==> src/hw/rtl/tinymt32_generator_assert.svh <==
// ============================================================================
// TinyMT32 generator assertion macros
// Shorthand for the clocked, reset-qualified checks used in the RTL.
// ============================================================================
`ifndef TINYMT32_GENERATOR_ASSERT_SVH
`define TINYMT32_GENERATOR_ASSERT_SVH

// Same-cycle implication, disabled while reset is asserted
`define TMT_ASSERT_IMP(lbl, clock, rstn, ante, cons, msg) \
    lbl: assert property (@(posedge clock) disable iff (!(rstn)) (ante) |-> (cons)) \
        else $error(msg);

// Next-cycle implication, disabled while reset is asserted
`define TMT_ASSERT_NXT(lbl, clock, rstn, ante, cons, msg) \
    lbl: assert property (@(posedge clock) disable iff (!(rstn)) (ante) |=> (cons)) \
        else $error(msg);

`endif

==> src/hw/rtl/tmt_pkg.sv <==
// ============================================================================
// TinyMT32 generator package
// Shared constants, command codes, controller states and control structs.
// ============================================================================
`timescale 1ns / 1ps

package tmt_pkg;

    localparam int unsigned WORD_W    = 32;
    localparam int unsigned CFG_IDX_W = 2;
    localparam int unsigned CNT_W     = 3;

    // Register reset values
    localparam logic [WORD_W-1:0] MIX_A_RESET  = 32'h8f7011ee;
    localparam logic [WORD_W-1:0] MIX_B_RESET  = 32'hfc78ff1f;
    localparam logic [WORD_W-1:0] TEMPER_RESET = 32'h3793fdff;

    // Algorithm constants
    localparam logic [WORD_W-1:0] STATE_MASK = 32'h7fffffff;
    localparam logic [WORD_W-1:0] INIT_MULT  = 32'd1812433253;
    localparam int unsigned       INIT_SHIFT = 30;
    localparam int unsigned       SH0        = 1;
    localparam int unsigned       SH1        = 10;
    localparam int unsigned       SH8        = 8;

    // First mixing round, and last mixing round and advance count
    localparam logic [CNT_W-1:0] MIX_FIRST = 3'd1;
    localparam logic [CNT_W-1:0] CNT_LAST  = 3'd7;

    // Command codes carried on tuser
    localparam logic CMD_SEED = 1'b0;
    localparam logic CMD_NEXT = 1'b1;

    // Configuration register indexes
    localparam logic [CFG_IDX_W-1:0] REG_MIX_A  = 2'd0;
    localparam logic [CFG_IDX_W-1:0] REG_MIX_B  = 2'd1;
    localparam logic [CFG_IDX_W-1:0] REG_TEMPER = 2'd2;

    typedef enum logic [1:0] {
        ST_IDLE,
        ST_MIX,
        ST_ADV,
        ST_TEMPER
    } state_t;

    // Controller to datapath
    typedef struct packed {
        logic             load;
        logic             mix;
        logic             adv;
        logic             temper;
        logic [CNT_W-1:0] round;
    } tmt_cmd_t;

    // Datapath to controller
    typedef struct packed {
        logic out_free;
    } tmt_status_t;

endpackage

==> src/hw/rtl/tmt_ctrl.sv <==
// ============================================================================
// TinyMT32 controller
// Sequences seeding (seven mixing rounds, eight advances) and next-word
// generation (advance, then temper into the output register).
// ============================================================================
`timescale 1ns / 1ps

module tmt_ctrl (
    input  logic               clk,
    input  logic               rst_n,
    input  logic               in_valid,
    input  logic               in_cmd,
    output logic               in_ready,
    input  tmt_pkg::tmt_status_t status,
    output tmt_pkg::tmt_cmd_t    cmd
);

    tmt_pkg::state_t               state_reg, state_next;
    logic [tmt_pkg::CNT_W-1:0]     cnt_reg, cnt_next;
    logic                          accept;

    assign accept = in_valid && in_ready;

    // State and counter registers
    always_ff @(posedge clk or negedge rst_n)
    begin
        if (!rst_n)
        begin
            state_reg <= tmt_pkg::ST_IDLE;
            cnt_reg   <= '0;
        end
        else
        begin
            state_reg <= state_next;
            cnt_reg   <= cnt_next;
        end
    end

    // Next state
    always_comb
    begin
        state_next = state_reg;
        unique case (state_reg)
            tmt_pkg::ST_IDLE:
            begin
                if (accept)
                    state_next = (in_cmd == tmt_pkg::CMD_SEED) ? tmt_pkg::ST_MIX
                                                               : tmt_pkg::ST_TEMPER;
            end
            tmt_pkg::ST_MIX:
            begin
                if (cnt_reg == tmt_pkg::CNT_LAST)
                    state_next = tmt_pkg::ST_ADV;
            end
            tmt_pkg::ST_ADV:
            begin
                if (cnt_reg == tmt_pkg::CNT_LAST)
                    state_next = tmt_pkg::ST_IDLE;
            end
            tmt_pkg::ST_TEMPER:
            begin
                if (status.out_free)
                    state_next = tmt_pkg::ST_IDLE;
            end
            default: state_next = tmt_pkg::ST_IDLE;
        endcase
    end

    // Round / advance counter
    always_comb
    begin
        cnt_next = cnt_reg;
        unique case (state_reg)
            tmt_pkg::ST_IDLE:   cnt_next = tmt_pkg::MIX_FIRST;
            tmt_pkg::ST_MIX:    cnt_next = (cnt_reg == tmt_pkg::CNT_LAST) ? '0 : cnt_reg + 1'b1;
            tmt_pkg::ST_ADV:    cnt_next = cnt_reg + 1'b1;
            tmt_pkg::ST_TEMPER: cnt_next = cnt_reg;
            default:            cnt_next = '0;
        endcase
    end

    // Outputs
    always_comb
    begin
        in_ready   = 1'b0;
        cmd        = '0;
        cmd.round  = cnt_reg;
        unique case (state_reg)
            tmt_pkg::ST_IDLE:
            begin
                in_ready = 1'b1;
                cmd.load = in_valid && (in_cmd == tmt_pkg::CMD_SEED);
                cmd.adv  = in_valid && (in_cmd == tmt_pkg::CMD_NEXT);
            end
            tmt_pkg::ST_MIX:    cmd.mix    = 1'b1;
            tmt_pkg::ST_ADV:    cmd.adv    = 1'b1;
            tmt_pkg::ST_TEMPER: cmd.temper = status.out_free;
            default:            cmd        = '0;
        endcase
    end

endmodule

==> src/hw/rtl/tmt_dp.sv <==
// ============================================================================
// TinyMT32 datapath
// State words, parameter registers, mixing round, advance, tempering and the
// output word register.
// ============================================================================
`timescale 1ns / 1ps

module tmt_dp (
    input  logic                              clk,
    input  logic                              rst_n,
    input  tmt_pkg::tmt_cmd_t                 cmd,
    output tmt_pkg::tmt_status_t              status,
    input  logic [tmt_pkg::WORD_W-1:0]        seed,
    input  logic                              cfg_we,
    input  logic [tmt_pkg::CFG_IDX_W-1:0]     cfg_index,
    input  logic [tmt_pkg::WORD_W-1:0]        cfg_data,
    output logic                              out_valid,
    input  logic                              out_ready,
    output logic [tmt_pkg::WORD_W-1:0]        out_word
);

    localparam int unsigned W = tmt_pkg::WORD_W;

    logic [W-1:0] w0_reg, w1_reg, w2_reg, w3_reg;
    logic [W-1:0] w0_next, w1_next, w2_next, w3_next;
    logic [W-1:0] mix_a_reg, mix_b_reg, temper_reg;
    logic         out_valid_reg, out_valid_next;
    logic [W-1:0] out_reg;

    logic [W-1:0] adv_x, adv_y, adv_sel;
    logic [W-1:0] mix_val, mix_term, mix_w1;
    logic [W-1:0] t_sum, t_word;

    // Advance: one xor-shift step on the four words
    always_comb
    begin
        adv_x   = (w0_reg & tmt_pkg::STATE_MASK) ^ w1_reg ^ w2_reg;
        adv_x   = adv_x ^ (adv_x << tmt_pkg::SH0);
        adv_y   = w3_reg ^ (w3_reg >> tmt_pkg::SH0) ^ adv_x;
        adv_sel = {W{adv_y[0]}};
    end

    // Mixing round: word 0 is the previous word, word 1 the target; words
    // rotate one place per round (two on the last) so they end realigned
    always_comb
    begin
        mix_val  = w0_reg ^ (w0_reg >> tmt_pkg::INIT_SHIFT);
        mix_term = mix_val * tmt_pkg::INIT_MULT;
        mix_w1   = w1_reg ^ (mix_term + W'(cmd.round));
    end

    // Tempering of the current state
    always_comb
    begin
        t_sum  = w0_reg + (w2_reg >> tmt_pkg::SH8);
        t_word = w3_reg ^ t_sum ^ ({W{t_sum[0]}} & temper_reg);
    end

    // State word update
    always_comb
    begin
        w0_next = w0_reg;
        w1_next = w1_reg;
        w2_next = w2_reg;
        w3_next = w3_reg;
        priority if (cmd.load)
        begin
            w0_next = seed;
            w1_next = mix_a_reg;
            w2_next = mix_b_reg;
            w3_next = temper_reg;
        end
        else if (cmd.mix)
        begin
            if (cmd.round == tmt_pkg::CNT_LAST)
            begin
                w0_next = w2_reg;
                w1_next = w3_reg;
                w2_next = w0_reg;
                w3_next = mix_w1;
            end
            else
            begin
                w0_next = mix_w1;
                w1_next = w2_reg;
                w2_next = w3_reg;
                w3_next = w0_reg;
            end
        end
        else if (cmd.adv)
        begin
            w0_next = w1_reg;
            w1_next = w2_reg ^ (adv_sel & mix_a_reg);
            w2_next = adv_x ^ (adv_y << tmt_pkg::SH1) ^ (adv_sel & mix_b_reg);
            w3_next = adv_y;
        end
    end

    // State words
    always_ff @(posedge clk or negedge rst_n)
    begin
        if (!rst_n)
        begin
            w0_reg <= '0;
            w1_reg <= '0;
            w2_reg <= '0;
            w3_reg <= '0;
        end
        else
        begin
            w0_reg <= w0_next;
            w1_reg <= w1_next;
            w2_reg <= w2_next;
            w3_reg <= w3_next;
        end
    end

    // Parameter registers; unknown indexes are dropped
    always_ff @(posedge clk or negedge rst_n)
    begin
        if (!rst_n)
        begin
            mix_a_reg  <= tmt_pkg::MIX_A_RESET;
            mix_b_reg  <= tmt_pkg::MIX_B_RESET;
            temper_reg <= tmt_pkg::TEMPER_RESET;
        end
        else if (cfg_we)
        begin
            if (cfg_index == tmt_pkg::REG_MIX_A)
                mix_a_reg <= cfg_data;
            if (cfg_index == tmt_pkg::REG_MIX_B)
                mix_b_reg <= cfg_data;
            if (cfg_index == tmt_pkg::REG_TEMPER)
                temper_reg <= cfg_data;
        end
    end

    // Output word register
    assign status.out_free = !out_valid_reg || out_ready;
    assign out_valid_next  = cmd.temper || (out_valid_reg && !out_ready);

    always_ff @(posedge clk or negedge rst_n)
    begin
        if (!rst_n)
            out_valid_reg <= 1'b0;
        else
            out_valid_reg <= out_valid_next;
    end

    always_ff @(posedge clk)
    begin
        if (cmd.temper)
            out_reg <= t_word;
    end

    assign out_valid = out_valid_reg;
    assign out_word  = out_reg;

endmodule

==> src/hw/rtl/tinymt32_generator.sv <==
// Next word: accepted and advanced in that cycle, then tempered into the output
//   register once it is free; no new command is taken until the word is tempered.
// Seed: 1 load + 7 mixing rounds (one multiply per round) + 8 advances, no
//   output word. Input is held off until the sequence is done.
// Reset (rst_n, async low): state words cleared, parameter registers loaded
//   with their defaults, output empty. Configuration is always ready.
// ============================================================================
// TinyMT32 generator top level
// Stream-in commands, stream-out tempered 32-bit random words.
// ============================================================================
`timescale 1ns / 1ps

`include "tinymt32_generator_assert.svh"

module tinymt32_generator (
    input  logic                          clk,
    input  logic                          rst_n,
    // Command input
    input  logic                          s_tvalid,
    output logic                          s_tready,
    input  logic [tmt_pkg::WORD_W-1:0]    s_tdata,   // [31:0] seed_value
    input  logic [0:0]                    s_tuser,   // [0] cmd
    // Random word output
    output logic                          m_tvalid,
    input  logic                          m_tready,
    output logic [tmt_pkg::WORD_W-1:0]    m_tdata,   // [31:0] random_word
    // Configuration writes
    input  logic                          cfg_valid,
    output logic                          cfg_ready,
    input  logic [tmt_pkg::CFG_IDX_W-1:0] cfg_index,
    input  logic [tmt_pkg::WORD_W-1:0]    cfg_data
);

    tmt_pkg::tmt_cmd_t    cmd;
    tmt_pkg::tmt_status_t status;

    assign cfg_ready = 1'b1;

    // Controller
    tmt_ctrl u_ctrl (
        .clk      (clk),
        .rst_n    (rst_n),
        .in_valid (s_tvalid),
        .in_cmd   (s_tuser[0]),
        .in_ready (s_tready),
        .status   (status),
        .cmd      (cmd)
    );

    // Datapath
    tmt_dp u_dp (
        .clk       (clk),
        .rst_n     (rst_n),
        .cmd       (cmd),
        .status    (status),
        .seed      (s_tdata),
        .cfg_we    (cfg_valid && cfg_ready),
        .cfg_index (cfg_index),
        .cfg_data  (cfg_data),
        .out_valid (m_tvalid),
        .out_ready (m_tready),
        .out_word  (m_tdata)
    );

    // Checks
    `TMT_ASSERT_IMP(a_cmd_onehot, clk, rst_n, 1'b1,
        $onehot0({cmd.load, cmd.mix, cmd.adv, cmd.temper}),
        "more than one datapath command active")
    `TMT_ASSERT_NXT(a_next_busy, clk, rst_n,
        s_tvalid && s_tready && (s_tuser[0] == tmt_pkg::CMD_NEXT),
        !s_tready && !cmd.load,
        "input taken while a next word is pending")
    `TMT_ASSERT_NXT(a_seed_mix, clk, rst_n,
        s_tvalid && s_tready && (s_tuser[0] == tmt_pkg::CMD_SEED),
        cmd.mix && (cmd.round == tmt_pkg::MIX_FIRST),
        "seed did not start with the first mixing round")
    `TMT_ASSERT_IMP(a_word_source, clk, rst_n, $rose(m_tvalid), $past(cmd.temper),
        "output word appeared without tempering")

endmodule

==> config.mk <==
export PLATFORM = sky130hd
export DESIGN_NAME = tinymt32_generator
export DESIGN_NICKNAME = d
export VERILOG_FILES = /design/src/hw/rtl/tmt_pkg.sv /design/src/hw/rtl/tmt_ctrl.sv /design/src/hw/rtl/tmt_dp.sv /design/src/hw/rtl/tinymt32_generator.sv
export VERILOG_INCLUDE_DIRS = /design/src /design/src/hw/rtl
export SDC_FILE = /design/constraint.sdc
export NUM_CORES = 1
export LEC_CHECK = 0
export BUFFER_PORTS_ARGS = -buffer_cell sky130_fd_sc_hd__buf_2
export CORE_ASPECT_RATIO = 0.75
export CORE_UTILIZATION = 50
export CTS_BUF_LIST = sky130_fd_sc_hd__clkbuf_8
export CTS_CLUSTER_SIZE = 24
export DETAILED_ROUTE_END_ITERATION = 8
export GPL_ROUTABILITY_DRIVEN = 0
export PLACE_DENSITY = 0.67
export SYNTH_ARGS = -nofsm -noshare
export SYNTH_HDL_FRONTEND = slang
export SYNTH_SLANG_ARGS = --single-unit
==> constraint.sdc <==
create_clock -name clk -period 9.2 [get_ports clk]
set_input_delay 0.46 -clock clk [delete_from_list [all_inputs] [get_ports clk]]
set_output_delay 0.46 -clock clk [all_outputs]
set_load 0.1 [all_outputs]
Yosys cells after proc, flatten, opt, wreduce, memory -nomap -nowiden
Cells that the tools add are included.
- bits of input ports: 72
- flip-flop bits (word level): 262
- word-level logic and storage cells: 85
- output and inout port bits: 35
- $mul: 1
- reduce and logical (&&, ||, !) cells: 15
- muxes and demuxes: 29
- bitwise gates (word level): 16
- add/subtract/negate cells: 3
- equality and inequality tests: 10
- operators by type and width (operator ; count):
    2-to-1 mux 32 bit ; 16
    XOR 32 bit ; 9
    AND 32 bit ; 3
    adder 32 x 24 -> 32 bit ; 1
    adder 32 x 3 -> 32 bit ; 1
    multiplier 32 x 31 -> 32 bit (second input constant) ; 1
    XOR 31 x 32 -> 32 bit ; 1
    XOR 32 x 2 -> 32 bit ; 1
    XOR 32 x 31 -> 32 bit ; 1
    2-to-1 mux 2 bit ; 5
    one-hot mux 3 bit (3 select lines) ; 1
    != test 2 x 1 -> 1 bit (second input constant) ; 4
    one-hot mux 2 bit (4 select lines) ; 1
    equality test 2 bit (second input constant) ; 3
    AND reduction 2 bit ; 3
    equality test 2 x 1 -> 1 bit (second input constant) ; 2
    logical AND 1 bit ; 4
    zero test 2 bit ; 2
    2-to-1 mux 1 bit ; 4
    AND reduction 4 bit ; 1
    adder 3 x 1 -> 3 bit (second input constant) ; 1
    equality test 3 bit (second input constant) ; 1
    2-to-1 mux 3 bit ; 1
    nonzero test 3 bit ; 1
    other kinds (4) ; 6

Depth between registers and ports, before layout
Gate-level depths: netlist of the first run.
- word-level depth: 9
- gate-level depth with buffers: 26

Modules after synthesis
Synthesis of the first run repeated with hierarchy kept, for this count alone.
- cell total of the unflattened synthesis: 2801
- area, all modules: 25856.0 um^2
- by module, submodules not included (module ; area each (um^2) ; cells each ; instances ; seq. area each (um^2)):
    tmt_dp ; 25480.7 ; 2761 ; 1 ; 6670.1
    tmt_ctrl ; 364.1 ; 38 ; 1 ; 125.1
    tinymt32_generator ; 11.3 ; 2 ; 1 ; 0.0

Least setup slack after synthesis of the first run
OpenSTA, ideal clock, no wires.
- path kind: register -> register
- start: reg u_dp.w0_reg[30]
- end: reg u_dp.w0_reg[21]
- clock period less this slack: 6.695 ns
- arrival: 6.569 ns
- cell stages (with the launch flop): 25
- library setup time: 0.126 ns
- required time: 9.074 ns
- slack: 2.505 ns
- cells stage by stage: dfrtp_1 -> buf_2 -> xor2_1 -> xor2_1 -> ha_1 -> or2_2 -> ha_1 -> inv_1 -> fa_1 -> inv_1 -> ha_1 -> fa_1 -> fa_1 -> fa_1 -> inv_1 -> fa_1 -> inv_1 -> ha_1 -> a21o_1 -> or4_1 -> nand4_1 -> a311oi_4 -> o21a_1 -> o221a_1 -> a221o_1
- longest elaborated chain between the ends: 7
- RTL lines (element ; line ; source):
    from (decl) ; tmt_dp.sv:24 ; logic [W-1:0] w0_reg, w1_reg, w2_reg, w3_reg;
    from (signal assigned) ; tmt_dp.sv:111 ; w0_reg <= w0_next;
    XOR 32 x 2 -> 32 bit ; tmt_dp.sv:47 ; mix_val = w0_reg ^ (w0_reg >> tmt_pkg::INIT_SHIFT);
    multiplier 32 x 31 -> 32 bit ; tmt_dp.sv:48 ; mix_term = mix_val * tmt_pkg::INIT_MULT;
    adder 32 x 3 -> 32 bit ; tmt_dp.sv:49 ; mix_w1 = w1_reg ^ (mix_term + W'(cmd.round));
    XOR 32 bit ; tmt_dp.sv:49 ;
    2-to-1 mux 32 bit ; tmt_dp.sv:75 ; if (cmd.round == tmt_pkg::CNT_LAST)
    2-to-1 mux 32 bit ; tmt_dp.sv:73 ; else if (cmd.mix)
    2-to-1 mux 32 bit ; tmt_dp.sv:66 ; priority if (cmd.load)
No other way between the ends.
A chain may end at the register's enable or synchronous reset.

Worst setup path after layout of the first run
- start: reg u_dp.w0_reg[0]
- end: reg u_dp.w0_reg[30]
Same word-level chain as after synthesis.

==> impl_metrics.ini, run 1 <==
[global_routing]
grt_use_total = 0.324
grt_pass1_vias = 21302
grt_pass1_wl_mm = 128
grt_overflow = 0
grt_max_degree = 88
antenna_found_initial = 0

[finish]
register_area_um2 = 6800
fin_cells = 3426
area_growth_pct = 8.35
layout.nets = 3197
n_fill_cell = 4417
diodes = 0
drive_gt1_frac = 0.152
mostFrequentLayoutCells = xnor2_1, inv_1, ha_1
fin_util = 0.550
layout_commonest_cell = xnor2_1
multi_input_area_um2 = 17200

[placement]
place.port_buffers = 105
dp.cells = 3341
hpwlAfterDp_mm = 60.7

[status]
status = complete, no violations

[synth]
synth-edff-count = 32
synth_warnings = 0
ys.flop_type = dfrtp_1
synth_fp_nets = 3152
synthArstFlopShare = 0.878
syn_inst = 2687
yosysUniqueCellTypes = 93
synth_area_um2 = 25500
postSynthAreaPerCell_um2 = 9.49
ys_seq_elements = 262
ys_seq_area_frac = 0.267

[setup_path]
worstPathRequired_ns = 9.57
worstRegToRegCells = 24
crit_arrival_ns = 8.59
reg2reg_slack_ns = 0.98
end_kind = flop
cp-start-kind = flop
path_class = reg2reg
crit_start = u_dp.w0_reg[0]
reg2reg_from = u_dp.w0_reg[0]
critPathMaxFanout = 10
worstReg2RegEnd = u_dp.w0_reg[30]
cp-endpoint = u_dp.w0_reg[30]

[sta]
fin_setup_tns_ns = 0
fin_crit_ns = 8.22
rsz0062_at_grt = false
hold_ws_ns = 0.115
max_slew_margin = 0.233
final_hold_viol_count = 0
fmax_ghz = 0.122
finalSetupViolCount = 0
slew_viol_final = 0
worst_pin_slew_ns = 1.15
fin_skew_ns = 0.0414
period_share = 0.893

[clocking]
cts_root_buf = clkbuf_8
cts_htree_levels = 2
cts_tree = built
cts_resized = 0
cts_buffers = 45
clkLatencyLatePin_ns = 0.60
cts_sinks = 262
path_clk_slew_ns = 0.07
cts-hold-fix-buffers = 1
post_cts_buffers = 0
clockBufferDepth = 3

[die]
row_count = 71
die_h_um = 198
die_x_um = 263
die_area_um2 = 51900
core_um2 = 50200
io_pins = 107
start_util = 0.508

[drt]
ant_nets = 0
drt-pass1-iter-count = 7
drcViolationCount = 0
drt-total-wl_mm = 83.8
wl_per_cell_um = 24.5
vias = 21192
first_iter_violations = 2671
via_per_inst = 6.19

[hold_path]
hold_class = in2reg

[run]
max-cap-violations = 0
[worst min path at each step]
stage | from | to | slack [ns] | cells after the start
2_1_floorplan | rst_n | u_ctrl.cnt_reg[0] | 0.16 | 0
3_3_place_gp | rst_n | u_dp.temper_reg[30] | 0.51 | 1
3_5_place_dp | rst_n | u_dp.temper_reg[30] | 0.51 | 1
4_1_cts | cfg_data[15] | u_dp.mix_b_reg[15] | 0.11 | 2
5_1_grt | cfg_data[29] | u_dp.mix_a_reg[29] | 0.12 | 2
6_report | s_tdata[17] | u_dp.w0_reg[17] | 0.12 | 3
[cell usage after synthesis, drive strengths merged, types with 7 or more instances]
master / instances / area, µm²
xnor2: 273 / 2410
inv: 258 / 968
ha: 245 / 3070
nand2: 227 / 852
o21ai: 209 / 1050
dfrtp: 167 / 4180
fa: 148 / 2960
nor2: 130 / 493
a21oi: 124 / 632
clkbuf: 118 / 443
xor2: 111 / 980
mux2: 100 / 1130
dfstp: 63 / 1660
a22oi: 55 / 413
a31oi: 47 / 294
mux2i: 34 / 340
edfxtp: 32 / 961
a211oi: 26 / 200
buf: 26 / 143
nor3: 25 / 135
o22ai: 25 / 156
o31ai: 18 / 159
a21o: 17 / 128
a221o: 15 / 150
nand2b: 14 / 87.6
o211ai: 14 / 110
nand3: 12 / 60.1
and3: 9 / 56.3
o21a: 9 / 67.6
or3: 9 / 56.3
and2: 8 / 50.1
nor2b: 8 / 50.1
a211o: 7 / 61.3
nand4: 7 / 43.8
[routing by layer]
| metal | track usage | vias to the layer above | share of wire | wire (µm) |
|---|---|---|---|---|
| met5 | 0 | - | 0 | 0 |
| met4 | 0.112 | 0 | 0.033 | 2780 |
| met3 | 0.0760 | 190 | 0.11 | 8950 |
| met2 | 0.491 | 1155 | 0.43 | 35900 |
| met1 | 0.453 | 10515 | 0.43 | 36100 |
| li1 | - | 9332 | - | - |
[stage by stage]
stage               area (µm²)  worst slack [ns]
floorplan                25500              2.51
global placement         26600              1.33
detailed placement       26600              1.12
CTS                      27600              1.11
global route             27600             0.686
finish                   27600             0.981
[cell type report]
class                      count  share of cell area
sequential                   262               0.246
clock inverter                27             0.00716
inverter                     258              0.0351
clock buffer                  57              0.0284
tap                          657              0.0298
multi-input combinational   2023               0.624
timing repair buffer         142              0.0295
[cell families after synthesis]
logic type / after synthesis / share of synthesized area
buffers and inverters: 402 / 0.0610
AOI/OAI and AO/OA: 637 / 0.162
xor gates and xnor gates: 386 / 0.135
DFF: 262 / 0.267
other: 1 / 0.000147
and+or+nand+nor: 472 / 0.0811
adders and majority gates: 393 / 0.237
muxes: 134 / 0.0575
[worst max-delay path, cell delays in order, from the launching register on]
cell and delay (ns):
dfrtp_1 0.50, xor2_1 0.84, xor2_1 0.40, ha_1 0.30, or2_2 0.29, ha_1 0.27
inv_1 0.05, fa_1 0.48, inv_1 0.04, ha_1 0.18, fa_1 0.46, fa_1 0.50
fa_1 0.49, inv_1 0.05, fa_1 0.48, inv_1 0.04, ha_1 0.41, nand2_1 0.13
o21ai_1 0.18, a21oi_1 0.13, nor4_2 0.49, o311ai_2 0.19, a21oi_1 0.19, nor2_1 0.06
a221oi_1 0.86
Power of run 1 is left out: the tool's default activity adds up to more than one toggle a clock period on the data nets, which glitch-free logic cannot reach.
==> run 2, diff against run 1 <==
--- a/config.mk
+++ b/config.mk
@@ -6,6 +6,8 @@
 export SDC_FILE = /design/constraint.sdc
 export NUM_CORES = 1
 export LEC_CHECK = 0
+export ABC_AREA = 1
+export ABC_CLOCK_PERIOD_IN_PS = 9200
 export BUFFER_PORTS_ARGS = -buffer_cell sky130_fd_sc_hd__buf_2
 export CORE_ASPECT_RATIO = 0.75
 export CORE_UTILIZATION = 50
==> run 2 against run 1 <==
  * The run now ends with DRC left
  * Critical path depth up 6
  * Final cell count up 19%
  * Synthesized cell count up 23%
  * Via count up 12%
  * Flip-flop and latch count unchanged
  * Count of clock-buffer cells in the layout up 2
  * Routed wire length up 5.0%
  * Die area up 2.3%
  * Area after synthesis up 2.3%
  * Largest cell class unchanged
==> impl_metrics.ini, run 2 <==
[clocking]
cts_root_buf = clkbuf_8
cts_buffers = 45
cts_htree_levels = 2
cts_sinks = 262
clkLatencyLatePin_ns = 0.62
cts_tree = built
post_cts_buffers = 0
clockBufferDepth = 3
path_clk_slew_ns = 0.07

[finish]
fin_util = 0.545
layout_commonest_cell = nand2_1
area_growth_pct = 7.69
mostFrequentLayoutCells = nand2_1, inv_1, o21ai_0
layout.nets = 3795
drive_gt1_frac = 0.0983

[hold_path]
hold_class = in2reg

[die]
core_um2 = 51500
io_pins = 107
die_x_um = 266
start_util = 0.506
die_area_um2 = 53100
row_count = 72
die_h_um = 200

[sta]
slew_viol_final = 0
max_slew_margin = 0.0739
final_hold_viol_count = 0
finalSetupViolCount = 0
fin_setup_tns_ns = 0
fmax_ghz = 0.143
rsz0062_at_grt = false
worst_pin_slew_ns = 1.39
fin_crit_ns = 6.98
fin_skew_ns = 0.0403
period_share = 0.759

[setup_path]
slowest_stage = dfrtp_1
cp.buffers_inverters = 6
critPathMaxFanout = 5
crit_family = adder cells
max_stage_delay_ns = 0.68
worstPathRequired_ns = 9.75
crit_top_cell = nand2_1
cp-start-kind = flop
end_kind = flop
crit_arrival_ns = 7.54
path_class = reg2reg
reg2reg_slack_ns = 2.22

[synth]
synth_most_common_cell = nand2_1
synth-edff-count = 32
synth_warnings = 0
ys_seq_elements = 262
synth_top_area_share = 0.160
postSynthAreaPerCell_um2 = 7.90
syn_inst = 3302
yosys.area.top_type = dfrtp_1
ys_top_cells_by_count = nand2_1, inv_1, ha_1, o21ai_0, nor2_1
yosysUniqueCellTypes = 55
synth_area_leaders = dfrtp_1, ha_1, fa_1
synthArstFlopShare = 0.878
ys.flop_type = dfrtp_1
synth_fp_nets = 3767
synth_area_um2 = 26100
ys_seq_area_frac = 0.261

[global_routing]
grt_use_total = 0.334
grt_overflow = 0
grt_pass1_wl_mm = 136
grt_pass1_vias = 23261
antenna_found_initial = 1
grt_max_degree = 104

[drt]
vias = 23807
drt-pass1-iter-count = 9
first_iter_violations = 2775
drcViolationCount = 2
ant_nets = 0
via_per_inst = 5.85
wl_per_cell_um = 21.6
drt-total-wl_mm = 88.0

[placement]
hpwlAfterDp_mm = 64.1
place.port_buffers = 105

[status]
status = complete, but fails checks
failed_checks = DRC

[run]
max-cap-violations = 0
-- run 2: cell types whose count changed in the layout (fill, tap and decap cells not counted), sizes merged, moves of 48 or more --
cell   delta
a22oi    -51
inv     +219
mux2    -100
nand2   +529
nand3   +154
nor2     +67
o21ai    +48
xnor2   -138
xor2     +69
-- run 2: cells by family after synthesis --
group | share of synthesized area
other cells | 0.000144
fa+ha+maj | 0.231
compound gates | 0.122
xor+xnor | 0.108
simple gates | 0.186
flops | 0.261
buf+inv | 0.0929
-- run 2: worst paths after layout --
path,from,end,cells after the start
max in group asynchronous,rst_n,u_dp.w2_reg[16],4
worst max register to register,u_dp.w0_reg[0],u_dp.w3_reg[24],30
min in group asynchronous,rst_n,u_dp.mix_a_reg[30],2
worst max-delay path,u_dp.w0_reg[0],u_dp.w3_reg[24],30
worst min-delay path,cfg_data[2],u_dp.temper_reg[2],3
worst min register to register,u_dp.mix_b_reg[19],u_dp.mix_b_reg[19],2
-- run 2: cell type report --
class | count | area (µm²)
well taps | 703 | 880
fillers | 4888 | 23400
flip-flops and latches | 262 | 6800
repair buffers | 131 | 733
clock inverters | 25 | 161
multi-input cells | 2415 | 16900
clock buffers | 59 | 812
diodes | 1 | 2.50
inverters | 475 | 1790
-- run 2: routing by layer --
metal / vias up / global-route usage / wire length, µm
li1: 10690 / - / -
met5: - / 0 / 13
met4: 2 / 0.118 / 3450
met1: 11415 / 0.463 / 37000
met2: 1444 / 0.496 / 36700
met3: 256 / 0.0987 / 10900
-- run 2: tightest hold or removal path: stages --
cell	delay, ns
buf_2	0.09
inv_1	0.07
o21ai_0	0.09
-- run 2: stage by stage --
step / instance area [µm²] / worst slack, ns / instances / hold slack [ns]
CTS: 28100 / 2.47 / 4070 / 0.0993
global route: 28100 / 1.94 / 4070 / 0.119
floorplan: 26100 / 3.14 / 3302 / 0.164
detailed placement: 27100 / 2.47 / 3985 / 0.480
global placement: 27100 / 2.47 / 3985 / 0.475
finish: 28100 / 2.22 / 4071 / 0.104
-- run 2: timing repair --
item | CTS | global route
hold buffers | 1 | 0
gates resized for setup | 0 | 0
hold endpoints to repair | 65 | 0
Power of run 2 is left out for the same reason.
